$ cat src/rtl/gcm_pkg.sv
// shared types, palette tables and helpers for the gradient colour map
package gcm_pkg;

  localparam int FRAC_BITS_DEF = 16;
  localparam int MAX_STOPS_DEF = 8;

  localparam int LEVEL_W       = 18;
  localparam int CHAN_W        = 8;
  localparam int PAL_W         = 3;
  localparam int STOP_IDX_W    = 3;
  localparam int STOP_CNT_W    = 4;
  localparam int PALETTE_COUNT = 5;
  localparam int TABLE_STOPS   = 8;

  localparam logic [PAL_W-1:0] PAL_SPECTRUM = PAL_W'(0);

  typedef struct packed {
    logic [CHAN_W-1:0] r;
    logic [CHAN_W-1:0] g;
    logic [CHAN_W-1:0] b;
  } rgb_t;

  typedef struct packed {
    logic r;
    logic g;
    logic b;
  } rgb_dir_t;

  localparam rgb_t BLACK = '{r: 8'd0, g: 8'd0, b: 8'd0};
  localparam rgb_t WHITE = '{r: 8'd255, g: 8'd255, b: 8'd255};

  localparam rgb_t PALETTE [PALETTE_COUNT][TABLE_STOPS] = '{
    '{BLACK, '{8'd255, 8'd0, 8'd0}, '{8'd255, 8'd255, 8'd0}, '{8'd0, 8'd255, 8'd0},
      '{8'd0, 8'd255, 8'd255}, '{8'd0, 8'd0, 8'd255}, '{8'd255, 8'd0, 8'd255}, WHITE},
    '{BLACK, '{8'd0, 8'd0, 8'd255}, '{8'd0, 8'd255, 8'd0}, '{8'd255, 8'd0, 8'd0},
      BLACK, BLACK, BLACK, BLACK},
    '{WHITE, '{8'd50, 8'd27, 8'd118}, '{8'd255, 8'd255, 8'd35}, BLACK,
      BLACK, BLACK, BLACK, BLACK},
    '{WHITE, BLACK, BLACK, BLACK, BLACK, BLACK, BLACK, BLACK},
    '{BLACK, '{8'd255, 8'd0, 8'd0}, '{8'd255, 8'd255, 8'd0}, WHITE,
      BLACK, BLACK, BLACK, BLACK}
  };

  localparam logic [STOP_CNT_W-1:0] PAL_STOPS [PALETTE_COUNT] = '{
    4'd8, 4'd4, 4'd4, 4'd2, 4'd4
  };

  function automatic rgb_t palette_stop(input logic [PAL_W-1:0] pal,
                                        input logic [STOP_IDX_W-1:0] idx);
    palette_stop = PALETTE[pal][idx];
  endfunction

endpackage

$ cat src/rtl/gcm_clamp.sv
// first stage: clamps the level to 0..1.0 and resolves palette and region count
module gcm_clamp #(
  parameter int FRAC_BITS = gcm_pkg::FRAC_BITS_DEF,
  parameter int MAX_STOPS = gcm_pkg::MAX_STOPS_DEF
) (
  input  logic                                 clk_i,
  input  logic                                 rst_ni,
  input  logic                                 valid_i,
  output logic                                 ready_o,
  input  logic signed [gcm_pkg::LEVEL_W-1:0]   level_i,
  input  logic [gcm_pkg::PAL_W-1:0]            palette_i,
  output logic                                 valid_o,
  input  logic                                 ready_i,
  output logic [FRAC_BITS:0]                   value_o,
  output logic [gcm_pkg::PAL_W-1:0]            pal_o,
  output logic [gcm_pkg::STOP_IDX_W-1:0]       regions_o
);

  localparam int CW = (FRAC_BITS + 2 > gcm_pkg::LEVEL_W) ? FRAC_BITS + 2 : gcm_pkg::LEVEL_W;
  localparam logic signed [CW-1:0] ONE = CW'(1) <<< FRAC_BITS;

  logic signed [CW-1:0]                  lvl_ext;
  logic [FRAC_BITS:0]                    value_d, value_q;
  logic [gcm_pkg::PAL_W-1:0]             pal_d, pal_q;
  logic [gcm_pkg::STOP_CNT_W-1:0]        stops;
  logic [gcm_pkg::STOP_IDX_W-1:0]        regions_d, regions_q;
  logic                                  valid_q;

  assign lvl_ext = CW'(level_i);

  always_comb begin
    if (lvl_ext < 0) begin
      value_d = '0;
    end else if (lvl_ext > ONE) begin
      value_d = ONE[FRAC_BITS:0];
    end else begin
      value_d = lvl_ext[FRAC_BITS:0];
    end
  end

  always_comb begin
    pal_d = (palette_i >= gcm_pkg::PAL_W'(gcm_pkg::PALETTE_COUNT)) ? gcm_pkg::PAL_SPECTRUM
                                                                    : palette_i;
    stops = gcm_pkg::PAL_STOPS[pal_d];
    if (stops > gcm_pkg::STOP_CNT_W'(MAX_STOPS)) begin
      stops = gcm_pkg::STOP_CNT_W'(MAX_STOPS);
    end
    regions_d = gcm_pkg::STOP_IDX_W'(stops - gcm_pkg::STOP_CNT_W'(1));
  end

  assign ready_o = !valid_q || ready_i;

  always_ff @(posedge clk_i or negedge rst_ni) begin
    if (!rst_ni) begin
      valid_q <= 1'b0;
    end else if (ready_o) begin
      valid_q <= valid_i;
    end
  end

  always_ff @(posedge clk_i) begin
    if (valid_i && ready_o) begin
      value_q   <= value_d;
      pal_q     <= pal_d;
      regions_q <= regions_d;
    end
  end

  assign valid_o   = valid_q;
  assign value_o   = value_q;
  assign pal_o     = pal_q;
  assign regions_o = regions_q;

endmodule

$ cat src/rtl/gcm_segment.sv
// second stage: scales by region count, picks the segment and fetches its stops
module gcm_segment #(
  parameter int FRAC_BITS = gcm_pkg::FRAC_BITS_DEF
) (
  input  logic                             clk_i,
  input  logic                             rst_ni,
  input  logic                             valid_i,
  output logic                             ready_o,
  input  logic [FRAC_BITS:0]               value_i,
  input  logic [gcm_pkg::PAL_W-1:0]        pal_i,
  input  logic [gcm_pkg::STOP_IDX_W-1:0]   regions_i,
  output logic                             valid_o,
  input  logic                             ready_i,
  output gcm_pkg::rgb_t                    lower_o,
  output gcm_pkg::rgb_t                    span_o,
  output gcm_pkg::rgb_dir_t                dir_o,
  output logic [FRAC_BITS-1:0]             frac_o
);

  localparam int SW = FRAC_BITS + 4;

  logic [SW-1:0]                        scaled;
  logic [gcm_pkg::STOP_IDX_W-1:0]       seg;
  logic                                 last;
  gcm_pkg::rgb_t                        lo, hi;
  gcm_pkg::rgb_t                        lower_q, span_d, span_q;
  gcm_pkg::rgb_dir_t                    dir_d, dir_q;
  logic [FRAC_BITS-1:0]                 frac_q;
  logic                                 valid_q;

  assign scaled = SW'(value_i) * SW'(regions_i);
  assign seg    = scaled[FRAC_BITS +: gcm_pkg::STOP_IDX_W];
  assign last   = seg >= regions_i;

  always_comb begin
    lo = gcm_pkg::palette_stop(pal_i, last ? regions_i : seg);
    hi = last ? lo : gcm_pkg::palette_stop(pal_i, seg + gcm_pkg::STOP_IDX_W'(1));
    dir_d.r  = hi.r < lo.r;
    dir_d.g  = hi.g < lo.g;
    dir_d.b  = hi.b < lo.b;
    span_d.r = dir_d.r ? lo.r - hi.r : hi.r - lo.r;
    span_d.g = dir_d.g ? lo.g - hi.g : hi.g - lo.g;
    span_d.b = dir_d.b ? lo.b - hi.b : hi.b - lo.b;
  end

  assign ready_o = !valid_q || ready_i;

  always_ff @(posedge clk_i or negedge rst_ni) begin
    if (!rst_ni) begin
      valid_q <= 1'b0;
    end else if (ready_o) begin
      valid_q <= valid_i;
    end
  end

  always_ff @(posedge clk_i) begin
    if (valid_i && ready_o) begin
      lower_q <= lo;
      span_q  <= span_d;
      dir_q   <= dir_d;
      frac_q  <= scaled[FRAC_BITS-1:0];
    end
  end

  assign valid_o = valid_q;
  assign lower_o = lower_q;
  assign span_o  = span_q;
  assign dir_o   = dir_q;
  assign frac_o  = frac_q;

endmodule

$ cat src/rtl/gcm_scale.sv
// third stage: multiplies each channel span by the blend fraction
module gcm_scale #(
  parameter int FRAC_BITS = gcm_pkg::FRAC_BITS_DEF
) (
  input  logic                  clk_i,
  input  logic                  rst_ni,
  input  logic                  valid_i,
  output logic                  ready_o,
  input  gcm_pkg::rgb_t         lower_i,
  input  gcm_pkg::rgb_t         span_i,
  input  gcm_pkg::rgb_dir_t     dir_i,
  input  logic [FRAC_BITS-1:0]  frac_i,
  output logic                  valid_o,
  input  logic                  ready_i,
  output gcm_pkg::rgb_t         lower_o,
  output gcm_pkg::rgb_t         part_o,
  output gcm_pkg::rgb_dir_t     dir_o
);

  localparam int PW = FRAC_BITS + gcm_pkg::CHAN_W;

  logic [PW-1:0]      prod_r, prod_g, prod_b;
  gcm_pkg::rgb_t      part_d, part_q, lower_q;
  gcm_pkg::rgb_dir_t  dir_q;
  logic               valid_q;

  assign prod_r = PW'(span_i.r) * PW'(frac_i);
  assign prod_g = PW'(span_i.g) * PW'(frac_i);
  assign prod_b = PW'(span_i.b) * PW'(frac_i);

  assign part_d.r = prod_r[FRAC_BITS +: gcm_pkg::CHAN_W];
  assign part_d.g = prod_g[FRAC_BITS +: gcm_pkg::CHAN_W];
  assign part_d.b = prod_b[FRAC_BITS +: gcm_pkg::CHAN_W];

  assign ready_o = !valid_q || ready_i;

  always_ff @(posedge clk_i or negedge rst_ni) begin
    if (!rst_ni) begin
      valid_q <= 1'b0;
    end else if (ready_o) begin
      valid_q <= valid_i;
    end
  end

  always_ff @(posedge clk_i) begin
    if (valid_i && ready_o) begin
      lower_q <= lower_i;
      part_q  <= part_d;
      dir_q   <= dir_i;
    end
  end

  assign valid_o = valid_q;
  assign lower_o = lower_q;
  assign part_o  = part_q;
  assign dir_o   = dir_q;

endmodule

$ cat src/rtl/gcm_mix.sv
// last stage: adds or subtracts the scaled part and holds the output colour
module gcm_mix (
  input  logic               clk_i,
  input  logic               rst_ni,
  input  logic               valid_i,
  output logic               ready_o,
  input  gcm_pkg::rgb_t      lower_i,
  input  gcm_pkg::rgb_t      part_i,
  input  gcm_pkg::rgb_dir_t  dir_i,
  output logic               valid_o,
  input  logic               ready_i,
  output gcm_pkg::rgb_t      colour_o
);

  gcm_pkg::rgb_t  colour_d, colour_q;
  logic           valid_q;

  assign colour_d.r = dir_i.r ? lower_i.r - part_i.r : lower_i.r + part_i.r;
  assign colour_d.g = dir_i.g ? lower_i.g - part_i.g : lower_i.g + part_i.g;
  assign colour_d.b = dir_i.b ? lower_i.b - part_i.b : lower_i.b + part_i.b;

  assign ready_o = !valid_q || ready_i;

  always_ff @(posedge clk_i or negedge rst_ni) begin
    if (!rst_ni) begin
      valid_q <= 1'b0;
    end else if (ready_o) begin
      valid_q <= valid_i;
    end
  end

  always_ff @(posedge clk_i) begin
    if (valid_i && ready_o) begin
      colour_q <= colour_d;
    end
  end

  assign valid_o  = valid_q;
  assign colour_o = colour_q;

endmodule

$ cat src/rtl/gradient_colour_map.sv
// gradient colour map top level: level in, blended rgb colour out
//
// Maps a signed fixed-point level (FRAC_BITS fraction bits, clamped to 0..1.0)
// to an RGB colour by linear blending between the stops of one of five built-in
// palettes, chosen by palette_select (values above 4 give the spectrum). The
// block is a four-stage pipeline: clamp and palette lookup, segment scaling
// and stop fetch, span-by-fraction multiply, then blend into the output
// register. One transfer is accepted per clock while the output side does not
// stall; each colour passes the clamp, segment, scale and mix registers
// before it reaches the outputs, and a stall backs up through the stage
// valid bits without loss. Write palette_select only while no transfer is
// in flight.
module gradient_colour_map #(
  parameter int FRAC_BITS = gcm_pkg::FRAC_BITS_DEF,
  parameter int MAX_STOPS = gcm_pkg::MAX_STOPS_DEF
) (
  input  logic                                clk_i,
  input  logic                                rst_ni,
  input  logic                                cfg_valid_i,
  output logic                                cfg_ready_o,
  input  logic [gcm_pkg::PAL_W-1:0]           palette_select_i,
  input  logic                                level_valid_i,
  output logic                                level_ready_o,
  input  logic signed [gcm_pkg::LEVEL_W-1:0]  level_i,
  output logic                                rgb_valid_o,
  input  logic                                rgb_ready_i,
  output logic [gcm_pkg::CHAN_W-1:0]          red_o,
  output logic [gcm_pkg::CHAN_W-1:0]          green_o,
  output logic [gcm_pkg::CHAN_W-1:0]          blue_o
);

  logic [gcm_pkg::PAL_W-1:0]       palette_q;

  logic                            s1_valid, s1_ready;
  logic [FRAC_BITS:0]              s1_value;
  logic [gcm_pkg::PAL_W-1:0]       s1_pal;
  logic [gcm_pkg::STOP_IDX_W-1:0]  s1_regions;

  logic                            s2_valid, s2_ready;
  gcm_pkg::rgb_t                   s2_lower, s2_span;
  gcm_pkg::rgb_dir_t               s2_dir;
  logic [FRAC_BITS-1:0]            s2_frac;

  logic                            s3_valid, s3_ready;
  gcm_pkg::rgb_t                   s3_lower, s3_part;
  gcm_pkg::rgb_dir_t               s3_dir;

  gcm_pkg::rgb_t                   colour;

  assign cfg_ready_o = 1'b1;

  always_ff @(posedge clk_i or negedge rst_ni) begin
    if (!rst_ni) begin
      palette_q <= '0;
    end else if (cfg_valid_i) begin
      palette_q <= palette_select_i;
    end
  end

  gcm_clamp #(
    .FRAC_BITS (FRAC_BITS),
    .MAX_STOPS (MAX_STOPS)
  ) u_clamp (
    .clk_i     (clk_i),
    .rst_ni    (rst_ni),
    .valid_i   (level_valid_i),
    .ready_o   (level_ready_o),
    .level_i   (level_i),
    .palette_i (palette_q),
    .valid_o   (s1_valid),
    .ready_i   (s1_ready),
    .value_o   (s1_value),
    .pal_o     (s1_pal),
    .regions_o (s1_regions)
  );

  gcm_segment #(
    .FRAC_BITS (FRAC_BITS)
  ) u_segment (
    .clk_i     (clk_i),
    .rst_ni    (rst_ni),
    .valid_i   (s1_valid),
    .ready_o   (s1_ready),
    .value_i   (s1_value),
    .pal_i     (s1_pal),
    .regions_i (s1_regions),
    .valid_o   (s2_valid),
    .ready_i   (s2_ready),
    .lower_o   (s2_lower),
    .span_o    (s2_span),
    .dir_o     (s2_dir),
    .frac_o    (s2_frac)
  );

  gcm_scale #(
    .FRAC_BITS (FRAC_BITS)
  ) u_scale (
    .clk_i   (clk_i),
    .rst_ni  (rst_ni),
    .valid_i (s2_valid),
    .ready_o (s2_ready),
    .lower_i (s2_lower),
    .span_i  (s2_span),
    .dir_i   (s2_dir),
    .frac_i  (s2_frac),
    .valid_o (s3_valid),
    .ready_i (s3_ready),
    .lower_o (s3_lower),
    .part_o  (s3_part),
    .dir_o   (s3_dir)
  );

  gcm_mix u_mix (
    .clk_i    (clk_i),
    .rst_ni   (rst_ni),
    .valid_i  (s3_valid),
    .ready_o  (s3_ready),
    .lower_i  (s3_lower),
    .part_i   (s3_part),
    .dir_i    (s3_dir),
    .valid_o  (rgb_valid_o),
    .ready_i  (rgb_ready_i),
    .colour_o (colour)
  );

  assign red_o   = colour.r;
  assign green_o = colour.g;
  assign blue_o  = colour.b;

endmodule
$ cat config.mk
export PLATFORM = sky130hd
export DESIGN_NAME = gradient_colour_map
export DESIGN_NICKNAME = d
export VERILOG_FILES = /design/src/rtl/gcm_pkg.sv /design/src/rtl/gcm_clamp.sv /design/src/rtl/gcm_segment.sv /design/src/rtl/gcm_scale.sv /design/src/rtl/gcm_mix.sv /design/src/rtl/gradient_colour_map.sv
export SDC_FILE = /design/constraint.sdc
export NUM_CORES = 1
export LEC_CHECK = 0
export BUFFER_PORTS_ARGS = -buffer_cell sky130_fd_sc_hd__buf_2
export CAP_MARGIN = 20
export CORE_MARGIN = 3
export CORE_UTILIZATION = 50
export DETAILED_ROUTE_END_ITERATION = 10
export PLACE_DENSITY = 0.67
export SLEW_MARGIN = 25
export SYNTH_ARGS = -nofsm -noshare
export SYNTH_HDL_FRONTEND = slang
export SYNTH_SLANG_ARGS = --single-unit
$ cat constraint.sdc
create_clock -name clk_i -period 17.2 [get_ports clk_i]
set_input_delay 1.72 -clock clk_i [delete_from_list [all_inputs] [get_ports clk_i]]
set_output_delay 1.72 -clock clk_i [all_outputs]
set_load 0.02 [all_outputs]
; ---- Yosys cells after proc, flatten, opt, wreduce, memory -nomap -nowiden
; Memory sizes are Yosys's and may differ from the RTL's.
; Index checks and enable logic that the tools add are counted.
[totals]
register_bits = 172
rom_bits = 1568
memories = 2
[classes]
add_sub_neg = 14
n_mul = 4
n_lt_le_gt_ge = 12
mux = 21
bitwise_logic = 4
reduce_logical = 13
[memory_table]
columns = memory, depth, word_bits, read_ports, rd_clocked_by_memory_dff, write_ports, line
row1 = (no name shown), 8, 192, 1, 0, 0, gcm_pkg.sv:50  ; palette_stop = PALETTE[pal][idx];
row2 = (no name shown), 8, 4, 1, 0, 0, gcm_clamp.sv:44  ; stops = gcm_pkg::PAL_STOPS[pal_d];
[ops]
columns = cell, count
row1 = two-way mux 192 bit, 2
row2 = binary-select mux 24 bit (select 3 bit), 2
row3 = two-way mux 24 bit, 5
row4 = multiplier 8 x 16 -> 24 bit, 3
row5 = subtractor 8 bit, 9
row6 = two-way mux 8 bit, 6
row7 = adder 8 bit, 3
row8 = < comparator 8 bit, 3
row9 = multiplier 17 x 3 -> 19 bit, 1
row10 = > comparator 18 bit (second input constant), 1
row11 = < comparator 18 x 1 -> 1 bit (second input constant), 1
row12 = two-way mux 17 bit, 1
row13 = greater-or-equal comparator 4 bit (second input constant), 4
row14 = inverter 3 -> 4 bit, 4
row15 = two-way mux 3 bit, 3
row16 = two-way mux 4 bit, 2
row17 = > comparator 4 bit (second input constant), 1
row18 = logical AND 1 bit, 4
row19 = logical NOT 1 bit, 4
row20 = logical OR 1 bit, 4
row21 = adder 3 x 1 -> 3 bit (second input constant), 1
row22 = greater-or-equal comparator 3 bit, 1
row23 = greater-or-equal comparator 3 bit (second input constant), 1
row24 = subtractor 3 x 1 -> 3 bit (second input constant), 1
row25 = OR reduction 2 bit, 1

; ---- Longest topological paths before layout
; Gate-level depths: netlist of run 1.
[logic_depth]
ltp_word = 10
mapped_depth = 34
depth_no_buf = 31

; ---- Hierarchy
; From an unflattened synthesis of run 1, not the netlist that was laid out.
[unflattened]
cells_unflattened = 2193
area_unflattened_um2 = 21250.4
[modules_own_cells]
columns = mod, n_inst, cells_per_inst, area_per_inst_um2
row1 = gcm_scale, 1, 1313, 12694.7
row2 = gcm_segment, 1, 605, 5372.7
row3 = gcm_mix, 1, 202, 2031.9
row4 = gcm_clamp, 1, 65, 1031.0
row5 = gradient_colour_map, 1, 8, 120.1

; ---- Worst setup path after synthesis of run 1
; Ideal clock, no wire load.
[synth_timing]
path_kind = register to register
start = reg u_clamp.regions_q, in the netlist u_clamp.regions_o[1]
end = reg u_segment.span_q, in the netlist u_segment.span_o[22] (data pin)
arrival_time_ns = 6.858
required_time_ns = 16.932
path_slack_ns = 10.074
stages_incl_launch_ff = 33
synth_period_minus_slack_ns = 7.126
cell_sequence = edfxtp_1 > clkbuf_1 > buf_1 > nand2_1 > fa_1 > inv_1 > ha_1 > a211o_1 > a2111o_1 > and2_1 > nor2_1 > o211a_2 > ha_1 > a21oi_2 > nand2_2 > a311o_1 > o21ai_2 > nand2_1 > a21oi_1 > o21ai_0 > o21ai_0 > inv_1 > ha_1 > inv_1 > ha_1 > nand2b_1 > fa_1 > a31oi_1 > a311oi_1 > a211oi_1 > and3_1 > a22o_1 > xnor2_1
[synth_rtl]
columns = item, line
row1 = from (decl), gcm_clamp.sv:26  ; logic [gcm_pkg::STOP_IDX_W-1:0] regions_d, regions_q;
row2 = from (signal assigned), gcm_clamp.sv:65  ; regions_q <= regions_d;
row3 = to (signal assigned), gcm_segment.sv:59  ; span_q <= span_d;
row4 = to (decl), gcm_segment.sv:26  ; gcm_pkg::rgb_t lower_q, span_d, span_q;

==> impl_metrics.prom, run 1 <==
# TYPE chip_impl_metric gauge
chip_impl_metric{name="synth_async_sr_flop_share",unit="%"} 5.04
chip_impl_metric{name="setup.reg_to_reg.worst_slack",unit="ps"} 8790
chip_impl_metric{name="detail_route.wl_per_cell",unit="microns"} 16.4
chip_impl_metric{name="portBuffers",unit=""} 51
chip_impl_metric{name="max_freq",unit="GHz"} 0.119
chip_impl_metric{name="clk_transition_reported_paths",unit="ps"} 70
chip_impl_metric{name="fp.dieH",unit="microns"} 204
chip_impl_metric{name="hpwlAfterDp",unit="microns"} 31700
chip_impl_metric{name="drive_above_1_share",unit="%"} 6.64
chip_impl_metric{name="antenna_cells",unit=""} 0
chip_impl_metric{name="finalHoldViolations",unit=""} 0
chip_impl_metric{name="grtUsageTotal",unit="%"} 21.7
chip_impl_metric{name="layout.nets",unit=""} 2561
chip_impl_metric{name="synth.avg_cell_area",unit="sq um"} 9.55
chip_impl_metric{name="postRouteWirelength",unit="microns"} 42500
chip_impl_info{name="ys_dominant_reg_cell",value="sky130_fd_sc_hd__edfxtp_1"} 1
chip_impl_metric{name="synthToLayoutAreaGrowth",unit="%"} 6.61
chip_impl_metric{name="yosys_register_bits",unit=""} 139
chip_impl_metric{name="numClockSinks",unit=""} 139
chip_impl_metric{name="gr-total-overflow",unit=""} 0
chip_impl_metric{name="fp.dieW",unit="microns"} 204
chip_impl_metric{name="syn-cell-area",unit="sq mm"} 0.0197
chip_impl_metric{name="cts_hold_buf",unit=""} 0
chip_impl_metric{name="headroom_to_the_max_slew_limit",unit="%"} 36.3
chip_impl_metric{name="timing.final.max_slew_violations",unit=""} 0
chip_impl_metric{name="total_negative_slack",unit="ps"} 0
chip_impl_metric{name="synth.net_count",unit=""} 2554
chip_impl_metric{name="setup-violations-final",unit=""} 0
chip_impl_metric{name="pin_count_of_the_biggest_net_entering_global_routing",unit=""} 52
chip_impl_metric{name="post-cts-setup-buffers",unit=""} 0
chip_impl_metric{name="edff_count_synth",unit=""} 132
chip_impl_metric{name="first_global_vias",unit=""} 14800
chip_impl_metric{name="layout_worst_path_cycle_share",unit="%"} 48.9
chip_impl_metric{name="post-route-drc-count",unit=""} 0
chip_impl_metric{name="core.rowCount",unit=""} 71
chip_impl_metric{name="synth_cell_type_count",unit=""} 82
chip_impl_info{name="result_of_the_run",value="complete, no violations"} 1
chip_impl_metric{name="io_pins",unit=""} 53
chip_impl_metric{name="ctsLongestPathBuffers",unit=""} 2
chip_impl_metric{name="cts_made_buffers",unit=""} 17
chip_impl_metric{name="timing.critical_path.required",unit="ps"} 17380
chip_impl_metric{name="total_die_area",unit="sq mm"} 0.0417
chip_impl_info{name="clockRootBuffer",value="sky130_fd_sc_hd__clkbuf_16"} 1
chip_impl_metric{name="firstDrtPassIters",unit=""} 7
chip_impl_info{name="startpoint_type",value="flop"} 1
chip_impl_metric{name="arrival_time_reported_for_the_critical_path_endpoint",unit="ps"} 8590
chip_impl_metric{name="final.setup_skew",unit="ps"} 12.5
chip_impl_metric{name="path_max_fanout",unit=""} 20
chip_impl_info{name="timing_worst_setup_path_type",value="reg2reg"} 1
chip_impl_metric{name="synthCells",unit=""} 2058
chip_impl_info{name="worst_hold_path_type",value="reg2reg"} 1
chip_impl_metric{name="yosysWarnings",unit=""} 0
chip_impl_metric{name="final_critical_delay_including_setup_and_external_delays",unit="ps"} 8410
chip_impl_metric{name="detailroute.via_count",unit=""} 13900
chip_impl_metric{name="grt_first_pass_wirelength",unit="microns"} 72900
chip_impl_metric{name="core",unit="sq mm"} 0.0382
chip_impl_metric{name="worst_pin_slew",unit="ps"} 955
chip_impl_metric{name="initial_antenna_violation_count",unit=""} 0
chip_impl_info{name="critical_path.endpoint_type",value="flop"} 1
chip_impl_metric{name="h-tree-depth",unit=""} 4
chip_impl_metric{name="drt.antenna.violating_nets",unit=""} 0
chip_impl_metric{name="clock_insertion_delay_worst_skew",unit="ps"} 450
chip_impl_metric{name="drt_iter0_markers",unit=""} 837
chip_impl_info{name="rsz0062_at_grt",value="false"} 1
chip_impl_metric{name="initial_core_util",unit="%"} 51.5
chip_impl_metric{name="place.gp.congestion",unit=""} 0.829
chip_impl_metric{name="seq_area_frac_synth",unit="%"} 21.1
chip_impl_metric{name="max_cap_violations",unit=""} 0
chip_impl_metric{name="post_cts.resized_instances",unit=""} 0
chip_impl_info{name="cts_tree",value="yes"} 1
chip_impl_metric{name="drt-vias-per-instance",unit=""} 5.38
-- per-layer routing --
layer	GRT usage, %	vias to the layer above	routed length [microns]
met1	28.2	6895	18500
met4	6.59	0	1040
met5	0	-	0
met3	4.84	53	2590
met2	36.5	349	20400
li1	-	6631	-
-- final cells by class --
cell class,instances,area (sq um)
Clock buffer,17,425
Clock inverter,15,141
Fill cell,3443,17200
Inverter,334,1250
Multi-Input combinational cell,1504,13900
Sequential cell,139,4140
Tap cell,511,639
Timing Repair Buffer,69,410
-- state kept, by name, summed over array words and instances (netlist names), 8 cells and up --
signal / flops
u_scale.part_o: 24
u_mix.colour_o: 24
u_scale.lower_o: 8
u_clamp.value_o: 17
u_segment.span_o: 24
u_segment.lower_o: 8
u_segment.frac_o: 16
-- synth_stat cells (all sizes together), types with 8 or more instances --
cell type  instances  area share (%)
a21o              29             1.1
a21oi             85             2.2
a31oi             19            0.60
and2             204             6.5
and3               8            0.25
clkbuf            74             1.4
edfxtp           132              20
fa               273              28
ha               197              13
inv              334             6.4
mux2               8            0.46
mux2i             15            0.80
nand2            280             5.4
nand2b            18            0.59
nand3             15            0.38
nor2              73             1.4
nor2b              9            0.29
nor3              23            0.59
o21a              12            0.46
o21ai             47             1.3
o21bai            12            0.46
xnor2             59             2.7
xor2              26             1.2
-- critical path: stages, from the launching register on --
cell	delay (ps)
sky130_fd_sc_hd__edfxtp_1	760
sky130_fd_sc_hd__and2_1	250
sky130_fd_sc_hd__fa_1	420
sky130_fd_sc_hd__ha_1	230
sky130_fd_sc_hd__fa_1	460
sky130_fd_sc_hd__a21o_1	200
sky130_fd_sc_hd__a31o_2	280
sky130_fd_sc_hd__a31o_2	240
sky130_fd_sc_hd__nor2_1	90
sky130_fd_sc_hd__o211a_2	260
sky130_fd_sc_hd__ha_1	270
sky130_fd_sc_hd__a21oi_2	330
sky130_fd_sc_hd__o21a_1	660
sky130_fd_sc_hd__mux2_2	400
sky130_fd_sc_hd__nand2b_1	150
sky130_fd_sc_hd__a2bb2oi_1	170
sky130_fd_sc_hd__nor2_1	70
sky130_fd_sc_hd__nor2_1	330
sky130_fd_sc_hd__nor2_1	140
sky130_fd_sc_hd__a21o_1	200
sky130_fd_sc_hd__ha_1	520
sky130_fd_sc_hd__inv_1	170
sky130_fd_sc_hd__o21bai_1	160
sky130_fd_sc_hd__a21oi_1	290
sky130_fd_sc_hd__a2111oi_0	790
sky130_fd_sc_hd__a21oi_1	90
sky130_fd_sc_hd__nor2_1	130
sky130_fd_sc_hd__a21oi_1	50
-- final timing paths --
path,cells past startpoint,startpoint,endpoint
setup / recovery,27,u_clamp.regions_o[1],u_segment.span_o[7]
hold / removal,0,u_segment.dir_o[0],u_scale.dir_o[0]
setup reg to reg,27,u_clamp.regions_o[1],u_segment.span_o[7]
hold reg to reg,0,u_segment.dir_o[0],u_scale.dir_o[0]
max in group asynchronous,1,rst_ni,palette_q[0]
min in group asynchronous,1,rst_ni,u_mix.valid_o
-- cell usage in the layout, fill, tap and decap left out, types with 4 or more instances in the layout --
master | netlist | routed
sky130_fd_sc_hd__nand4_1 | 5 | 5
sky130_fd_sc_hd__a2bb2oi_1 | 4 | 4
sky130_fd_sc_hd__nor4_1 | 7 | 7
sky130_fd_sc_hd__o21a_1 | 12 | 12
sky130_fd_sc_hd__xor2_1 | 26 | 26
sky130_fd_sc_hd__ha_1 | 197 | 197
sky130_fd_sc_hd__and3_1 | 8 | 8
sky130_fd_sc_hd__and2_1 | 203 | 201
sky130_fd_sc_hd__clkbuf_16 | 0 | 17
sky130_fd_sc_hd__a2111oi_0 | 4 | 4
sky130_fd_sc_hd__o31a_1 | 5 | 5
sky130_fd_sc_hd__buf_2 | 2 | 51
sky130_fd_sc_hd__nor3_1 | 23 | 23
sky130_fd_sc_hd__a21oi_1 | 82 | 82
sky130_fd_sc_hd__edfxtp_1 | 132 | 132
sky130_fd_sc_hd__a211oi_1 | 4 | 4
sky130_fd_sc_hd__mux2_2 | 8 | 8
sky130_fd_sc_hd__mux2i_1 | 13 | 13
sky130_fd_sc_hd__xnor2_1 | 58 | 58
sky130_fd_sc_hd__dfrtp_1 | 7 | 7
sky130_fd_sc_hd__nor2b_1 | 9 | 8
sky130_fd_sc_hd__clkinvlp_4 | 0 | 6
sky130_fd_sc_hd__buf_4 | 2 | 16
sky130_fd_sc_hd__a21o_1 | 29 | 29
sky130_fd_sc_hd__nand3_1 | 15 | 15
sky130_fd_sc_hd__o21bai_1 | 12 | 12
sky130_fd_sc_hd__a211o_1 | 5 | 5
sky130_fd_sc_hd__fa_1 | 273 | 273
sky130_fd_sc_hd__a31oi_1 | 19 | 19
sky130_fd_sc_hd__or2_2 | 4 | 4
sky130_fd_sc_hd__inv_1 | 333 | 333
sky130_fd_sc_hd__o21ai_1 | 4 | 4
sky130_fd_sc_hd__nand2_1 | 279 | 279
sky130_fd_sc_hd__nand2b_1 | 17 | 17
sky130_fd_sc_hd__o21ai_0 | 40 | 40
sky130_fd_sc_hd__nor2_1 | 73 | 73
-- stage by stage --
stage | worst slack, ps | hold slack (ps) | instances | util [%] | area, sq um
floorplan | 10070 | 400 | 2058 | - | 19700
finish | 8790 | 432 | 2589 | 54.9 | 21000
detailed placement | 8960 | 414 | 2555 | 53.3 | 20400
global placement | 9220 | 407 | 2555 | 53.3 | 20400
CTS | 8910 | 433 | 2587 | 54.8 | 20900
global route | 8230 | 434 | 2589 | 54.9 | 21000
-- cell families after synthesis --
group                    share of synthesized area [%]
other                                           0.0191
AO/OA/AOI/OAI                                     9.02
flip-flops                                        21.1
multiplexers                                      1.26
adder cells (fa/ha/maj)                           40.3
XOR/XNOR                                          3.83
buffers and inverters                             8.01
AND/OR/NAND/NOR                                   16.5
Power of run 1 is not shown: default switching activity piles up to over one toggle a cycle in this logic, so the estimate is an artifact.
==> run 2: changes to the inputs <==
--- a/config.mk
+++ b/config.mk
@@ -5,6 +5,7 @@
 export SDC_FILE = /design/constraint.sdc
 export NUM_CORES = 1
 export LEC_CHECK = 0
+export ABC_AREA = 1
 export BUFFER_PORTS_ARGS = -buffer_cell sky130_fd_sc_hd__buf_2
 export CAP_MARGIN = 20
 export CORE_MARGIN = 3
==> constraint.sdc (replaced) <==
create_clock -name clk_i -period 8.47 [get_ports clk_i]
set_input_delay 0.847 -clock clk_i [delete_from_list [all_inputs] [get_ports clk_i]]
set_output_delay 0.847 -clock clk_i [all_outputs]
set_load 0.02 [all_outputs]
==> run 2 against run 1 <==
Net effect:
- synthesized area up 3.2%
- via count up 8.9%
- clock-buffer cell count up 2
- critical endpoint is now u_segment.span_o[6]
==> impl_metrics.prom, run 2 <==
# TYPE chip_impl_metric gauge
chip_impl_metric{name="h-tree-depth",unit=""} 4
chip_impl_metric{name="number_of_standard_cells_in_the_layout_taps_in_and_fillers_out",unit=""} 2998
chip_impl_info{name="timing_worst_setup_path_type",value="reg2reg"} 1
chip_impl_info{name="cts_tree",value="yes"} 1
chip_impl_metric{name="path_max_fanout",unit=""} 19
chip_impl_metric{name="drive_above_1_share",unit="%"} 5.98
chip_impl_metric{name="first_global_vias",unit=""} 16000
chip_impl_metric{name="max_cap_violations",unit=""} 0
chip_impl_info{name="synth.largest_area_cell",value="sky130_fd_sc_hd__fa_1"} 1
chip_impl_metric{name="cts_hold_buf",unit=""} 0
chip_impl_metric{name="synth.net_count",unit=""} 2957
chip_impl_metric{name="clk_transition_reported_paths",unit="ps"} 60
chip_impl_metric{name="seq_area_frac_synth",unit="%"} 20.4
chip_impl_metric{name="detailroute.via_count",unit=""} 15200
chip_impl_info{name="result_of_the_run",value="complete, no violations"} 1
chip_impl_metric{name="max_freq",unit="GHz"} 0.139
chip_impl_metric{name="numClockSinks",unit=""} 139
chip_impl_metric{name="grt_first_pass_wirelength",unit="microns"} 75300
chip_impl_metric{name="layout.nets",unit=""} 2956
chip_impl_info{name="setup.worst_path.start",value="u_clamp.regions_o[1]"} 1
chip_impl_metric{name="portBuffers",unit=""} 51
chip_impl_info{name="reg2reg_from",value="u_clamp.regions_o[1]"} 1
chip_impl_info{name="leading_cell_type_in_the_layout_fill_and_taps_excluded",value="sky130_fd_sc_hd__nand2_1"} 1
chip_impl_metric{name="initial_antenna_violation_count",unit=""} 0
chip_impl_info{name="synthTopCellsByCount",value="628 x sky130_fd_sc_hd__nand2_1, 622 x sky130_fd_sc_hd__inv_1, 273 x sky130_fd_sc_hd__fa_1"} 1
chip_impl_info{name="critical_path.endpoint_type",value="flop"} 1
chip_impl_metric{name="place.gp.congestion",unit=""} 0.882
chip_impl_metric{name="placed_cells",unit=""} 2965
chip_impl_metric{name="synthCells",unit=""} 2461
chip_impl_info{name="ys_dominant_reg_cell",value="sky130_fd_sc_hd__edfxtp_1"} 1
chip_impl_info{name="synth.most_common_cell",value="sky130_fd_sc_hd__nand2_1"} 1
chip_impl_metric{name="timing.critical_path.required",unit="ps"} 8660
chip_impl_metric{name="synth_largest_type_area_fraction",unit="%"} 26.9
chip_impl_metric{name="yosys_register_bits",unit=""} 139
chip_impl_metric{name="arrival_time_reported_for_the_critical_path_endpoint",unit="ps"} 7380
chip_impl_metric{name="core",unit="sq mm"} 0.0399
chip_impl_metric{name="post_cts.resized_instances",unit=""} 0
chip_impl_metric{name="detail_route.wl_per_cell",unit="microns"} 14.6
chip_impl_metric{name="drt.antenna.violating_nets",unit=""} 0
chip_impl_metric{name="io_pins",unit=""} 53
chip_impl_metric{name="critical-path-max-stage-delay",unit="ps"} 790
chip_impl_metric{name="layout_worst_path_cycle_share",unit="%"} 85.0
chip_impl_info{name="rsz0062_at_grt",value="false"} 1
chip_impl_metric{name="fillerInstances",unit=""} 3637
chip_impl_metric{name="edff_count_synth",unit=""} 132
chip_impl_metric{name="antenna_cells",unit=""} 0
chip_impl_metric{name="synth.avg_cell_area",unit="sq um"} 8.24
chip_impl_metric{name="headroom_to_the_max_slew_limit",unit="%"} 36.5
chip_impl_metric{name="gr-total-overflow",unit=""} 0
chip_impl_metric{name="core.rowCount",unit=""} 73
chip_impl_metric{name="postRouteWirelength",unit="microns"} 43800
chip_impl_metric{name="worst_pin_slew",unit="ps"} 953
chip_impl_metric{name="fp.dieW",unit="microns"} 207
chip_impl_metric{name="setup-violations-final",unit=""} 0
chip_impl_metric{name="initial_core_util",unit="%"} 50.8
chip_impl_metric{name="syn-cell-area",unit="sq mm"} 0.0203
chip_impl_metric{name="firstDrtPassIters",unit=""} 5
chip_impl_metric{name="clock_insertion_delay_worst_skew",unit="ps"} 450
chip_impl_metric{name="finalHoldViolations",unit=""} 0
chip_impl_metric{name="yosysWarnings",unit=""} 0
chip_impl_metric{name="drt_iter0_markers",unit=""} 866
chip_impl_metric{name="cts_made_buffers",unit=""} 17
chip_impl_metric{name="total_die_area",unit="sq mm"} 0.0430
chip_impl_metric{name="total_negative_slack",unit="ps"} 0
chip_impl_info{name="cpMostUsedCell",value="sky130_fd_sc_hd__nand2_1"} 1
chip_impl_metric{name="timing.final.max_slew_violations",unit=""} 0
chip_impl_metric{name="final.setup_skew",unit="ps"} 9.64
chip_impl_info{name="worst_hold_path_type",value="in2async"} 1
chip_impl_info{name="startpoint_type",value="flop"} 1
chip_impl_metric{name="synthToLayoutAreaGrowth",unit="%"} 6.34
chip_impl_metric{name="synth_cell_type_count",unit=""} 57
chip_impl_metric{name="final_critical_delay_including_setup_and_external_delays",unit="ps"} 7200
chip_impl_metric{name="synth_async_sr_flop_share",unit="%"} 5.04
chip_impl_metric{name="post-cts-setup-buffers",unit=""} 0
chip_impl_info{name="clockRootBuffer",value="sky130_fd_sc_hd__clkbuf_16"} 1
chip_impl_info{name="yosys-top-cells-area",value="sky130_fd_sc_hd__fa_1 27%, sky130_fd_sc_hd__edfxtp_1 20%, sky130_fd_sc_hd__ha_1 12%"} 1
chip_impl_info{name="layout_common_cells",value="628 x sky130_fd_sc_hd__nand2_1, 621 x sky130_fd_sc_hd__inv_1, 273 x sky130_fd_sc_hd__fa_1"} 1
chip_impl_metric{name="hpwlAfterDp",unit="microns"} 33200
chip_impl_metric{name="pin_count_of_the_biggest_net_entering_global_routing",unit=""} 52
chip_impl_metric{name="post-route-drc-count",unit=""} 0
chip_impl_metric{name="grtUsageTotal",unit="%"} 21.2
chip_impl_metric{name="ctsLongestPathBuffers",unit=""} 2
chip_impl_metric{name="fp.dieH",unit="microns"} 207
chip_impl_info{name="cp_slowest_cell",value="sky130_fd_sc_hd__edfxtp_1"} 1
chip_impl_metric{name="drt-vias-per-instance",unit=""} 5.06
[run 2: changes by cell type in the layout (fill, tap and decap cells not counted), moves of 29 or more]
cell                      delta
sky130_fd_sc_hd__nand2_1   +349
sky130_fd_sc_hd__inv_1     +288
sky130_fd_sc_hd__and2_1    -201
sky130_fd_sc_hd__xor2_1     +40
sky130_fd_sc_hd__xnor2_1    -37
sky130_fd_sc_hd__nand3_1    +29
[run 2: through the flow]
step	utilization, %	instance area [sq um]	hold WS (ps)	setup slack, ps
3_5_place_dp	52.6	21000	406	1370
5_1_grt	54.0	21600	201	539
3_3_place_gp	52.6	21000	406	1570
4_1_cts	54.0	21500	201	1300
2_1_floorplan	-	20300	400	2140
6_report	54.0	21600	218	1270
[run 2: path summary, 6_finish.rpt]
check	to	slack [ps]	cells past startpoint
worst min-delay path	palette_q[0]	220	1
min in group clk_i	u_scale.lower_o[21]	420	0
worst max-delay path	u_segment.span_o[6]	1270	33
worst max register to register	u_segment.span_o[6]	1270	33
max in group asynchronous	u_clamp.valid_o	8100	1
worst min register to register	u_scale.lower_o[21]	420	0
[run 2: cell families (layout without fill, tap and decap cells)]
kind of cell / after synthesis / after routing / synth area share [%]
AND/OR/NAND/NOR: 838 / 838 / 17.3
XOR/XNOR: 87 / 87 / 3.76
AO/OA/AOI/OAI: 207 / 207 / 6.04
flip-flops: 139 / 139 / 20.4
adder cells (fa/ha/maj): 470 / 470 / 39.1
other: 1 / 1 / 0.0185
multiplexers: 1 / 1 / 0.0494
buffers and inverters: 718 / 730 / 13.3
[run 2: per-layer routing]
layer  up-vias  track usage (%)  wire length [microns]
li1       7372                -                      -
met1      7433             27.1                  19200
met2       309             37.7                  22000
met3        56             3.25                   1780
met4         0             5.76                    883
met5         -                0                      0
[run 2: critical path: cells and delay by family (launching register included)]
family	cells	cell delay (ps)
fa+ha+maj	5	1780
buf+inv	4	510
xor+xnor	1	150
flops	1	790
simple gates	15	2210
compound gates	8	1480
[run 2: final cells by class]
class                   count  area (sq um)  area share [%]
repair buffers             69           398            1.84
clock inverters            13           120           0.557
flip-flops and latches    139          4140            19.2
well taps                 525           657            3.05
multi-input cells        1604         13500            62.4
clock buffers              19           433            2.01
inverters                 629          2370            11.0
Power of run 2 is left out for the same reason.
==> run 3: changes to the inputs <==
==> constraint.sdc (replaced) <==
create_clock -name clk_i -period 7.2 [get_ports clk_i]
set_input_delay 0.72 -clock clk_i [delete_from_list [all_inputs] [get_ports clk_i]]
set_output_delay 0.72 -clock clk_i [all_outputs]
set_load 0.02 [all_outputs]
==> run 3 against run 2 <==
Net effect:
- final cell count rose by 0.10%
- die area unchanged
- highest routed layer unchanged
- clock skew grew 1.6 ps
- flip-flop and latch count did not move
- sequential share of layout area shrank 0.090 points
- critical endpoint is now u_segment.span_o[20]
- utilization up 0.25 points
- clock-buffer cell count increased by 3
- non-clock buffer count up 3
==> impl_metrics.prom, run 3 (synthesis gave the netlist of run 2 again) <==
# TYPE chip_impl_metric gauge
chip_impl_info{name="result_of_the_run",value="complete, no violations"} 1
chip_impl_metric{name="portBuffers",unit=""} 51
chip_impl_info{name="cts_tree",value="yes"} 1
chip_impl_metric{name="total_die_area",unit="sq mm"} 0.0430
chip_impl_metric{name="detailroute.via_count",unit=""} 15100
chip_impl_metric{name="drive_above_1_share",unit="%"} 6.14
chip_impl_metric{name="firstDrtPassIters",unit=""} 6
chip_impl_metric{name="core",unit="sq mm"} 0.0399
chip_impl_info{name="worst_hold_path_type",value="in2async"} 1
chip_impl_metric{name="hpwlAfterDp",unit="microns"} 33200
chip_impl_metric{name="worst-r2r-cell-count",unit=""} 35
chip_impl_metric{name="grt_first_pass_wirelength",unit="microns"} 75400
chip_impl_metric{name="dp_worst_setup_slack",unit="ps"} 215
chip_impl_info{name="cpMostUsedCell",value="sky130_fd_sc_hd__nand2_1"} 1
chip_impl_metric{name="first_global_vias",unit=""} 16000
chip_impl_metric{name="max_cap_violations",unit=""} 0
chip_impl_metric{name="timing.final.max_slew_violations",unit=""} 0
chip_impl_info{name="reg2reg_from",value="u_clamp.regions_o[2]"} 1
chip_impl_metric{name="clk_transition_reported_paths",unit="ps"} 60
chip_impl_metric{name="max_freq",unit="GHz"} 0.153
chip_impl_metric{name="drt.antenna.violating_nets",unit=""} 0
chip_impl_metric{name="layout.nets",unit=""} 2959
chip_impl_metric{name="gr-total-overflow",unit=""} 0
chip_impl_metric{name="worst_pin_slew",unit="ps"} 918
chip_impl_metric{name="initial_antenna_violation_count",unit=""} 0
chip_impl_metric{name="setup-violations-final",unit=""} 0
chip_impl_metric{name="cts_made_buffers",unit=""} 17
chip_impl_info{name="cp_slowest_cell",value="sky130_fd_sc_hd__edfxtp_1"} 1
chip_impl_info{name="timing.rr.end",value="u_segment.span_o[20]"} 1
chip_impl_metric{name="drt-vias-per-instance",unit=""} 5.03
chip_impl_metric{name="setup.reg_to_reg.worst_slack",unit="ps"} 660
chip_impl_metric{name="arrival_time_reported_for_the_critical_path_endpoint",unit="ps"} 6730
chip_impl_info{name="leading_cell_type_in_the_layout_fill_and_taps_excluded",value="sky130_fd_sc_hd__nand2_1"} 1
chip_impl_metric{name="hold_ws",unit="ps"} 97.9
chip_impl_metric{name="clock_insertion_delay_worst_skew",unit="ps"} 450
chip_impl_metric{name="fp.dieW",unit="microns"} 207
chip_impl_metric{name="io_pins",unit=""} 53
chip_impl_metric{name="initial_core_util",unit="%"} 50.8
chip_impl_metric{name="core.rowCount",unit=""} 73
chip_impl_info{name="startpoint_type",value="flop"} 1
chip_impl_metric{name="postRouteWirelength",unit="microns"} 43300
chip_impl_metric{name="final.setup_skew",unit="ps"} 11.2
chip_impl_metric{name="path_max_fanout",unit=""} 17
chip_impl_metric{name="numClockSinks",unit=""} 139
chip_impl_metric{name="detail_route.wl_per_cell",unit="microns"} 14.4
chip_impl_info{name="clockRootBuffer",value="sky130_fd_sc_hd__clkbuf_16"} 1
chip_impl_metric{name="layout_worst_path_cycle_share",unit="%"} 90.9
chip_impl_info{name="critical_path.endpoint_type",value="flop"} 1
chip_impl_info{name="layout_common_cells",value="628 x sky130_fd_sc_hd__nand2_1, 621 x sky130_fd_sc_hd__inv_1, 273 x sky130_fd_sc_hd__fa_1"} 1
chip_impl_metric{name="headroom_to_the_max_slew_limit",unit="%"} 38.8
chip_impl_metric{name="grtUsageTotal",unit="%"} 21.2
chip_impl_info{name="timing_worst_setup_path_type",value="reg2reg"} 1
chip_impl_metric{name="h-tree-depth",unit=""} 4
chip_impl_metric{name="pin_count_of_the_biggest_net_entering_global_routing",unit=""} 52
chip_impl_metric{name="fp.dieH",unit="microns"} 207
chip_impl_metric{name="drt_iter0_markers",unit=""} 802
chip_impl_metric{name="timing.critical_path.required",unit="ps"} 7390
chip_impl_metric{name="finalHoldViolations",unit=""} 0
chip_impl_metric{name="final_critical_delay_including_setup_and_external_delays",unit="ps"} 6540
chip_impl_metric{name="layout_setup_ws",unit="ps"} 657
chip_impl_metric{name="ctsLongestPathBuffers",unit=""} 2
chip_impl_metric{name="post-route-drc-count",unit=""} 0
chip_impl_metric{name="critical-path-max-stage-delay",unit="ps"} 570
chip_impl_metric{name="place.gp.congestion",unit=""} 0.891
chip_impl_metric{name="antenna_cells",unit=""} 0
chip_impl_metric{name="synthToLayoutAreaGrowth",unit="%"} 6.84
-- run 3: cell count changes in the layout (fill, tap and decap cells not counted), sizes merged --
cell | previous run | this run
clkbuf | 19 | 22
bufinv | 1 | 4
clkinvlp | 3 | 2
inv | 631 | 630
buf | 69 | 72
clkinv | 7 | 3
-- run 3: repair_timing --
| action | CTS | global route |
|---|---|---|
| gates resized for setup | 0 | 1 |
| setup buffers | 0 | 2 |
| hold buffers | 0 | 0 |
| endpoints found under the setup margin | 0 | 22 |
-- run 3: final cells by class --
| class | instances | area (sq um) |
|---|---|---|
| flip-flops and latches | 139 | 4140 |
| multi-input cells | 1604 | 13500 |
| well taps | 525 | 657 |
| clock buffers | 22 | 454 |
| repair buffers | 72 | 425 |
| inverters | 629 | 2370 |
| clock inverters | 10 | 166 |
| fillers | 3607 | 18200 |
-- run 3: worst max-delay path: cells and delay by family, from the launching register on --
| kind | cells | cell delay [ps] |
|---|---|---|
| AOI/OAI and AO/OA | 8 | 1230 |
| DFF | 1 | 570 |
| buffers and inverters | 5 | 530 |
| adders and majority gates | 7 | 2210 |
| and+or+nand+nor | 15 | 1750 |
-- run 3: worst max path at each step --
stage,from,to
6_report,u_clamp.regions_o[2],u_segment.span_o[20]
5_1_grt,u_clamp.regions_o[2],u_segment.span_o[6]
4_1_cts,u_clamp.regions_o[1],u_segment.span_o[20]
3_5_place_dp,u_clamp.regions_o[1],u_segment.span_o[20]
3_3_place_gp,u_clamp.regions_o[1],u_segment.span_o[19]
2_1_floorplan,u_clamp.regions_o[1],u_segment.span_o[6]
-- run 3: stage by stage --
stage	instances	utilization, %	TNS, ps	cell area [sq um]
2_1_floorplan	2461	-	0	20300
3_3_place_gp	2967	52.6	0	21000
3_5_place_dp	2967	52.6	0	21000
4_1_cts	2999	54.2	0	21600
5_1_grt	3001	54.3	-20.7	21700
6_report	3001	54.3	0	21700
-- run 3: layer usage --
| metal | routed length, microns | vias up | share of wire (%) | GRT usage, % |
|---|---|---|---|---|
| met5 | 0 | - | 0 | 0 |
| met4 | 1320 | 0 | 3.0 | 7.56 |
| met3 | 1770 | 69 | 4.1 | 3.13 |
| met2 | 21300 | 324 | 49 | 36.9 |
| met1 | 18900 | 7293 | 44 | 27.1 |
| li1 | - | 7396 | - | - |
Power of run 3 is left out for the same reason.
